$ cat src/hw/rtl/sjs_pkg.sv
`timescale 1ns / 1ps

package sjs_pkg;

    // Number of cells in the job queue.
    localparam int QUEUE_DEPTH = 16;

    localparam int ID_W   = 16;
    localparam int TIME_W = 32;

    // Input command codes.
    localparam logic CMD_ARRIVAL    = 1'b0;
    localparam logic CMD_COMPLETION = 1'b1;

    typedef enum logic [1:0] {
        ST_IDLE,
        ST_CHARGE,
        ST_SHIFT,
        ST_DONE
    } state_t;

    typedef enum logic [1:0] {
        CELL_HOLD,
        CELL_CHARGE,
        CELL_INSERT,
        CELL_REMOVE
    } cell_op_t;

    // Contents of one queue cell.
    typedef struct packed {
        logic              valid;
        logic [ID_W-1:0]   id;
        logic [TIME_W-1:0] remaining;
    } entry_t;

    // Command broadcast to the cells.
    typedef struct packed {
        cell_op_t          op;
        logic [ID_W-1:0]   key_id;
        logic [TIME_W-1:0] key_remaining;
        logic [TIME_W-1:0] elapsed;
    } cell_ctrl_t;

endpackage

$ cat src/hw/rtl/sjs_cell.sv
`timescale 1ns / 1ps

// One slot of the sorted job queue. The cell compares the broadcast key with
// its own entry and, together with its left neighbor's verdict, decides whether
// to hold, charge elapsed time, take the new key, take the left entry or take the right entry.
module sjs_cell
(
    input  logic              clk,
    input  logic              rst_n,
    input  sjs_pkg::cell_ctrl_t ctrl,
    input  sjs_pkg::entry_t   left,
    input  logic              left_before,
    input  sjs_pkg::entry_t   right,
    output sjs_pkg::entry_t   entry,
    output logic              ahead
);

    logic                           valid_reg;
    logic                           valid_next;
    logic [sjs_pkg::ID_W-1:0]       id_reg;
    logic [sjs_pkg::ID_W-1:0]       id_next;
    logic [sjs_pkg::TIME_W-1:0]     rem_reg;
    logic [sjs_pkg::TIME_W-1:0]     rem_next;

    // The new key goes ahead of this entry when its remaining time is smaller,
    // or equal with a smaller id; an empty cell always lets the key in.
    always_comb
    begin
        ahead = !valid_reg
             || (ctrl.key_remaining < rem_reg)
             || ((ctrl.key_remaining == rem_reg) && (ctrl.key_id < id_reg));
    end

    always_comb
    begin
        valid_next = valid_reg;
        id_next    = id_reg;
        rem_next   = rem_reg;
        case (ctrl.op)
            sjs_pkg::CELL_CHARGE:
            begin
                rem_next = (rem_reg > ctrl.elapsed) ? rem_reg - ctrl.elapsed : '0;
            end
            sjs_pkg::CELL_INSERT:
            begin
                if (ahead && left_before)
                begin
                    valid_next = left.valid;
                    id_next    = left.id;
                    rem_next   = left.remaining;
                end
                else if (ahead)
                begin
                    valid_next = 1'b1;
                    id_next    = ctrl.key_id;
                    rem_next   = ctrl.key_remaining;
                end
            end
            sjs_pkg::CELL_REMOVE:
            begin
                valid_next = right.valid;
                id_next    = right.id;
                rem_next   = right.remaining;
            end
            default:
            begin
                valid_next = valid_reg;
            end
        endcase
    end

    always_ff @(posedge clk or negedge rst_n)
    begin
        if (!rst_n)
        begin
            valid_reg <= 1'b0;
        end
        else
        begin
            valid_reg <= valid_next;
        end
    end

    always_ff @(posedge clk)
    begin
        id_reg  <= id_next;
        rem_reg <= rem_next;
    end

    assign entry.valid     = valid_reg;
    assign entry.id        = id_reg;
    assign entry.remaining = rem_reg;

endmodule

$ cat config.mk
export PLATFORM = sky130hd
export DESIGN_NAME = sjs_cell
export DESIGN_NICKNAME = d
export VERILOG_FILES = /design/src/hw/rtl/sjs_pkg.sv /design/src/hw/rtl/sjs_cell.sv
export SDC_FILE = /design/constraint.sdc
export NUM_CORES = 1
export LEC_CHECK = 0
export ABC_AREA = 1
export BUFFER_PORTS_ARGS = -buffer_cell sky130_fd_sc_hd__clkbuf_2
export CAP_MARGIN = 20
export CORE_UTILIZATION = 56
export CTS_CLUSTER_SIZE = 25
export DETAILED_ROUTE_END_ITERATION = 6
export PLACE_DENSITY = 0.88
export REMOVE_ABC_BUFFERS = 1
export SETUP_SLACK_MARGIN = 0.4
export SLEW_MARGIN = 5
export SYNTH_ARGS = -nofsm -noshare
export SYNTH_HDL_FRONTEND = slang
export SYNTH_SLANG_ARGS = --single-unit
$ cat constraint.sdc
create_clock -name clk -period 4.7 [get_ports clk]
set_clock_uncertainty 0.05 [all_clocks]
set_input_delay 0.235 -clock clk [delete_from_list [all_inputs] [get_ports clk]]
set_output_delay 0.235 -clock clk [all_outputs]
set_load 0.05 [all_outputs]
==> results of run 1 <==
-- cell usage after synthesis (4+ instances only) --
cell type / instances
o21ai_0: 17
clkbuf_1: 15
buf_6: 5
nor2_1: 75
nand3_2: 5
nand2_2: 7
ha_1: 79
inv_1: 215
nand3_1: 134
buf_2: 7
edfxtp_1: 48
nand4_1: 9
nor3_1: 5
a21o_1: 10
o21a_1: 4
nand3b_1: 25
o21bai_1: 5
a21oi_1: 52
xor2_1: 15
nand2_1: 292
-- worst max-delay path, cell delays in order (launching register included) --
cell      delay, ns
edfxtp_1       0.40
inv_1          0.06
ha_1           0.29
nand2_1        0.09
inv_2          0.06
nand2_1        0.06
nor2_1         0.23
nand2_1        0.18
nor2_1         0.12
nand2_1        0.05
nand4_1        0.08
nand3_2        0.56
nand2_2        1.05
nand2_1        0.12
nand3_1        0.11
nand3_1        0.11
-- final cells by class --
type                            instances  area share, %
Sequential cell                        49           18.1
Multi-Input combinational cell        761           52.6
Clock inverter                          2          0.479
Inverter                              218           10.1
Timing Repair Buffer                  238           14.9
Tap cell                              143           2.21
Clock buffer                            6           1.59
-- power by group through the flow --
stage / Clock, mW / Sequential, mW / Combinational (mW)
3_3_place_gp: 0 / 0.714 / 1.96
5_1_grt: 0.446 / 0.726 / 2.24
6_report: 0.438 / 0.713 / 2.03
2_1_floorplan: 0 / 1.06 / 1.11
4_1_cts: 0.438 / 0.711 / 2.01
3_5_place_dp: 0 / 0.721 / 1.99
-- what timing repair did --
item | 4_1_cts | 5_1_grt
hold buffers | 1 | 0
hold endpoints to repair | 1 | 0
setup buffers | 0 | 0
-- metal layers --
layer	vias to the layer above	track usage, %	routed length (µm)
met5	-	0	0
met4	0	14.3	769
met2	378	59.5	9750
met1	3315	41.2	8740
met3	62	3.27	1430
li1	3802	-	-
-- logic make-up (layout without fill, tap and decap cells) --
| family | Yosys count | after routing |
|---|---|---|
| buffers and inverters | 247 | 464 |
| and+or+nand+nor | 561 | 561 |
| AOI/OAI and AO/OA | 102 | 102 |
| DFF | 49 | 49 |
| adders and majority gates | 80 | 80 |
| xor gates and xnor gates | 18 | 18 |
-- stage by stage --
stage          hold WS, ns  worst slack [ns]
3_5_place_dp       -0.0387             0.857
5_1_grt              0.171             0.526
3_3_place_gp       -0.0402             0.993
6_report             0.149             0.804
2_1_floorplan       -0.111             0.933
4_1_cts              0.156             0.839
-- final timing paths --
check	depth (start not counted)	to	from
worst max register to register	15	rem_reg[12]$_DFFE_PP_	rem_reg[31]$_DFFE_PP_
worst max-delay path	15	rem_reg[12]$_DFFE_PP_	rem_reg[31]$_DFFE_PP_
min in group asynchronous	2	valid_reg$_DFFE_PN0P_	rst_n
worst min register to register	2	valid_reg$_DFFE_PN0P_	valid_reg$_DFFE_PN0P_
worst min-delay path	3	id_reg[3]$_DFFE_PP_	right[35]
max in group asynchronous	2	valid_reg$_DFFE_PN0P_	rst_n
==> impl_metrics.tcl, run 1 <==
set metrics [dict create \
    die-area_mm2 0.0124 \
    final.min_clock_period_ns 3.90 \
    synthMuxAreaShare_pct 0 \
    ios 233 \
    rsz0062_at_grt "false" \
    slew_viol_final 0 \
    layout_commonest_cell "nand2_1" \
    maxCapViolations 0 \
    finalNonFillerCells 1417 \
    finish.utilization_pct 70.3 \
    dr.pass1.iters 7 \
    ant_nets 0 \
    critical_path_arrival_ns 3.88 \
    critPathLaunchType "register" \
    wl_per_cell_um 14.6 \
    power.density_mw_per_mm2 392 \
    die_w_um 111 \
    drive_above_1_share_pct 21.2 \
    mostFrequentLayoutCells "292 x nand2_1, 232 x clkbuf_2, 215 x inv_1" \
    clock_latency_ns 0.30 \
    power.total_mw 3.18 \
    grt_antenna_before_repair 0 \
    p_sw_share_pct 52.7 \
    synth_top_family_by_area "simple AND/OR/NAND/NOR gates" \
    hold_viol 0 \
    dr.first_iter.drc_count 751 \
    syn_area_mm2 0.00670 \
    pwr-share-seq_pct 22.4 \
    regArea_mm2 0.00147 \
    tns_ns 0 \
    multi_input_area_mm2 0.00426 \
    hold_path.class "input port to register" \
    dpl.cell_count 1408 \
    r2r_slack_ns 0.80 \
    switchingPower_mw 1.68 \
    cts.repair.resized 0 \
    fin_area_mm2 0.00810 \
    seq_area_frac_synth_pct 21.9 \
    route.vias.total 7557 \
    failed_checks "DRC" \
    p_int_mw 1.50 \
    cp.required_ns 4.68 \
    cts.sinks 49 \
    numCtsBuffers 5 \
    nets 1536 \
    yosys.area_share.simple_pct 37.2 \
    dpl.hpwl_um 16300 \
    rows 39 \
    synthAdderAreaFrac_pct 15.1 \
    port_buffers 232 \
    fin_crit_sh_pct 82.9 \
    cts_tree "built" \
    grtUsageTotal_pct 33.5 \
    initial_core_util_pct 58.2 \
    placed_area_mm2 0.00792 \
    leakage_nw 4.79 \
    ctsLongestPathBuffers 2 \
    ir_drop_mv 0.238 \
    cp_max_fo 48 \
    async_reset_ff_share_pct 2.04 \
    synth_top_area_share_pct 21.5 \
    n_antenna_cell 0 \
    tightest_slew_ns 1.04 \
    pwr-share-clk_pct 13.8 \
    fill_cells 1042 \
    root_buffer "clkbuf_16" \
    synth_area_leader_cell "edfxtp_1" \
    synth-xor-area-share_pct 2.35 \
    viasPerCell 5.33 \
    synth_compound_area_share_pct 8.96 \
    crit_type "register to register" \
    ys.flop_type "edfxtp_1" \
    netlist_top_cells_area "edfxtp_1 22%, nand2_1 16%, ha_1 15%" \
    status "finished with violations" \
    synth_edf_count 48 \
    setup_viol_count_final 0 \
    endpoint_kind "register" \
    routed_wl_um 20700 \
    synth_cell_type_count 41 \
    post_synth_inst_count 1057 \
    cts.clk_slew.worst_paths_ns 0.08 \
    yosysWarnings 0 \
    h-tree-depth 2 \
    ys_seq_elements 49 \
    largest_reg_flops 32 \
    grt_max_degree 51 \
    place_congestion 0.980 \
    p_comb_share_pct 63.8 \
    grt_pass1_vias 7356 \
    grt_pass1_wl_um 33600 \
    die_h_um 111 \
    overflow 0 \
    avgSynthCellArea_um2 6.34 \
    max_freq_mhz 257 \
    area_growth_pct 20.9 \
    drc 26 \
    core-area_mm2 0.0115 \
    relSlewSlack_pct 30.2 \
]
No activity file was read; power rests on OpenSTA's default activity.
==> inputs of run 2 (changes only) <==
--- a/config.mk
+++ b/config.mk
@@ -8,10 +8,10 @@
 export ABC_AREA = 1
 export BUFFER_PORTS_ARGS = -buffer_cell sky130_fd_sc_hd__clkbuf_2
 export CAP_MARGIN = 20
-export CORE_UTILIZATION = 56
+export CORE_UTILIZATION = 52
 export CTS_CLUSTER_SIZE = 25
 export DETAILED_ROUTE_END_ITERATION = 6
-export PLACE_DENSITY = 0.88
+export PLACE_DENSITY = 0.83
 export REMOVE_ABC_BUFFERS = 1
 export SETUP_SLACK_MARGIN = 0.4
 export SLEW_MARGIN = 5
==> constraint.sdc (replaced) <==
create_clock -name clk -period 3.83 [get_ports clk]
set_clock_uncertainty 0.05 [all_clocks]
set_input_delay 0.1915 -clock clk [delete_from_list [all_inputs] [get_ports clk]]
set_output_delay 0.1915 -clock clk [all_outputs]
set_load 0.05 [all_outputs]
==> impl_metrics.tcl, run 2 (synthesis gave the netlist of run 1 again) <==
set metrics [dict create \
    cp.required_ns 3.82 \
    drive_above_1_share_pct 21.4 \
    r2r_slack_ns 0.76 \
    routed_wl_um 20800 \
    cts.repair.resized 0 \
    cts.clk_slew.worst_paths_ns 0.07 \
    numCtsBuffers 5 \
    status "finished, final reports clean" \
    leakage_nw 4.81 \
    cp_common_cell "nand2_1" \
    power.density_mw_per_mm2 477 \
    largest_reg_flops 32 \
    critPathLaunchType "register" \
    relSlewSlack_pct 43.7 \
    crit_type "register to register" \
    grt_pass1_wl_um 32200 \
    rows 41 \
    gr-usage-met1_pct 39.6 \
    root_buffer "clkbuf_16" \
    ios 233 \
    slowest_delay_ns 0.40 \
    grt_pass1_vias 6951 \
    wl_per_cell_um 14.4 \
    place_congestion 0.995 \
    slew_viol_final 0 \
    drc 0 \
    tightest_slew_ns 0.842 \
    cp_max_fo 35 \
    critPathSlowestCell "edfxtp_1" \
    ant_nets 0 \
    cts.sinks 49 \
    endpoint_kind "register" \
    max_freq_mhz 325 \
    fill_cells 1172 \
    cp_cell_sequence "inv_1 -> ha_1 -> nand2_1 -> inv_2 -> nand2_1 -> nor2_1 -> nand2_1 -> nor2_1 -> nand2_1 -> nand4_1 -> nand3_2 -> nand2_2 -> buf_12 -> nand2_1 -> nand3_1 -> nand3_1" \
    initial_core_util_pct 53.3 \
    n_antenna_cell 0 \
    core-area_mm2 0.0126 \
    hold_path.class "input port to register" \
    viasPerCell 5.17 \
    r2r-start "rem_reg[31]$_DFFE_PP_" \
    maxCapViolations 0 \
    grt_antenna_before_repair 0 \
    cts_tree "built" \
    hold_path_end "id_reg[0]$_DFFE_PP_" \
    rsz0062_at_grt "false" \
    route.vias.total 7497 \
    nets 1539 \
    area_growth_pct 21.9 \
    die-area_mm2 0.0133 \
    die_h_um 116 \
    dr.first_iter.drc_count 642 \
    ir_drop_mv 0.266 \
    final.min_clock_period_ns 3.07 \
    hold_depth 3 \
    tns_ns 0 \
    r2r_cells 16 \
    top_usage_layer "met2" \
    grtUsageMet2_pct 53.3 \
    fin_crit_sh_pct 80.2 \
    critical_path_arrival_ns 3.06 \
    power.total_mw 3.90 \
    grt_max_degree 51 \
    dpl.hpwl_um 16700 \
    hold_start "right[32]" \
    port_buffers 232 \
    setup_viol_count_final 0 \
    grtUsageTotal_pct 30.8 \
    ctsLongestPathBuffers 2 \
    hold_viol 0 \
    h-tree-depth 2 \
    die_w_um 116 \
    hold_ws_ns 0.110 \
    grtUsageMet3_pct 3.66 \
    r2r_end "rem_reg[14]$_DFFE_PP_" \
    layout_commonest_cell "nand2_1" \
    clock_latency_ns 0.30 \
    dr.pass1.iters 5 \
    mostFrequentLayoutCells "292 x nand2_1, 232 x clkbuf_2, 215 x inv_1" \
    overflow 0 \
]
run 2: through the flow:
stage	area (µm²)	setup WS (ns)	std cells	utilization [%]
finish	8170	0.757	1449	65.0
global route	8170	0.608	1449	65.0
CTS	8170	0.791	1449	65.0
detailed placement	7990	0.818	1440	63.6
global placement	7990	0.862	1440	63.6
floorplan	6540	0.0627	1028	-
run 2: final cells by class:
type / count / area [µm²] / area share [%]
clock buffer: 6 / 129 / 1.58
clock inverter: 2 / 38.8 / 0.475
inverter: 218 / 818 / 10.0
multi-input combinational: 761 / 4260 / 52.1
sequential: 49 / 1470 / 17.9
tap: 172 / 215 / 2.63
timing repair buffer: 241 / 1240 / 15.2
run 2: worst max-delay path by stage:
| stage | start | end | slack [ns] | depth (start not counted) |
|---|---|---|---|---|
| global route | rem_reg[31]$_DFFE_PP_ | rem_reg[14]$_DFFE_PP_ | 0.61 | 16 |
| global placement | rem_reg[31]$_DFFE_PP_ | rem_reg[14]$_DFFE_PP_ | 0.86 | 16 |
| CTS | rem_reg[31]$_DFFE_PP_ | rem_reg[14]$_DFFE_PP_ | 0.79 | 16 |
| detailed placement | rem_reg[31]$_DFFE_PP_ | rem_reg[14]$_DFFE_PP_ | 0.82 | 16 |
| finish | rem_reg[31]$_DFFE_PP_ | rem_reg[14]$_DFFE_PP_ | 0.76 | 16 |
| floorplan | rem_reg[31]$_DFFE_PP_ | rem_reg[0]$_DFFE_PP_ | 0.06 | 13 |
run 2: worst max-delay path: cells and delay by family, from the launching register on:
family | cells | cell delay (ns)
simple gates | 12 | 1.67
fa+ha+maj | 1 | 0.29
flops | 1 | 0.40
buf+inv | 3 | 0.39
run 2: where the power goes:
part	switching, mW	internal (mW)	total [mW]	leakage, nW
Combinational	1.73	0.772	2.50	4.22
Clock	0.215	0.311	0.526	0.0810
Sequential	0.101	0.769	0.870	0.506
run 2: metal layers:
| layer | vias up | share of wire [%] | routed length, µm |
|---|---|---|---|
| li1 | 3808 | - | - |
| met1 | 3364 | 44 | 9110 |
| met2 | 282 | 47 | 9740 |
| met3 | 43 | 6.6 | 1360 |
| met4 | 0 | 2.9 | 606 |
| met5 | - | 0 | 0 |
run 2: timing repair:
| action | CTS | global route |
|---|---|---|
| hold buffers | 1 | 0 |
| buffers inserted | 0 | 0 |
| endpoints found under the hold margin | 1 | 0 |
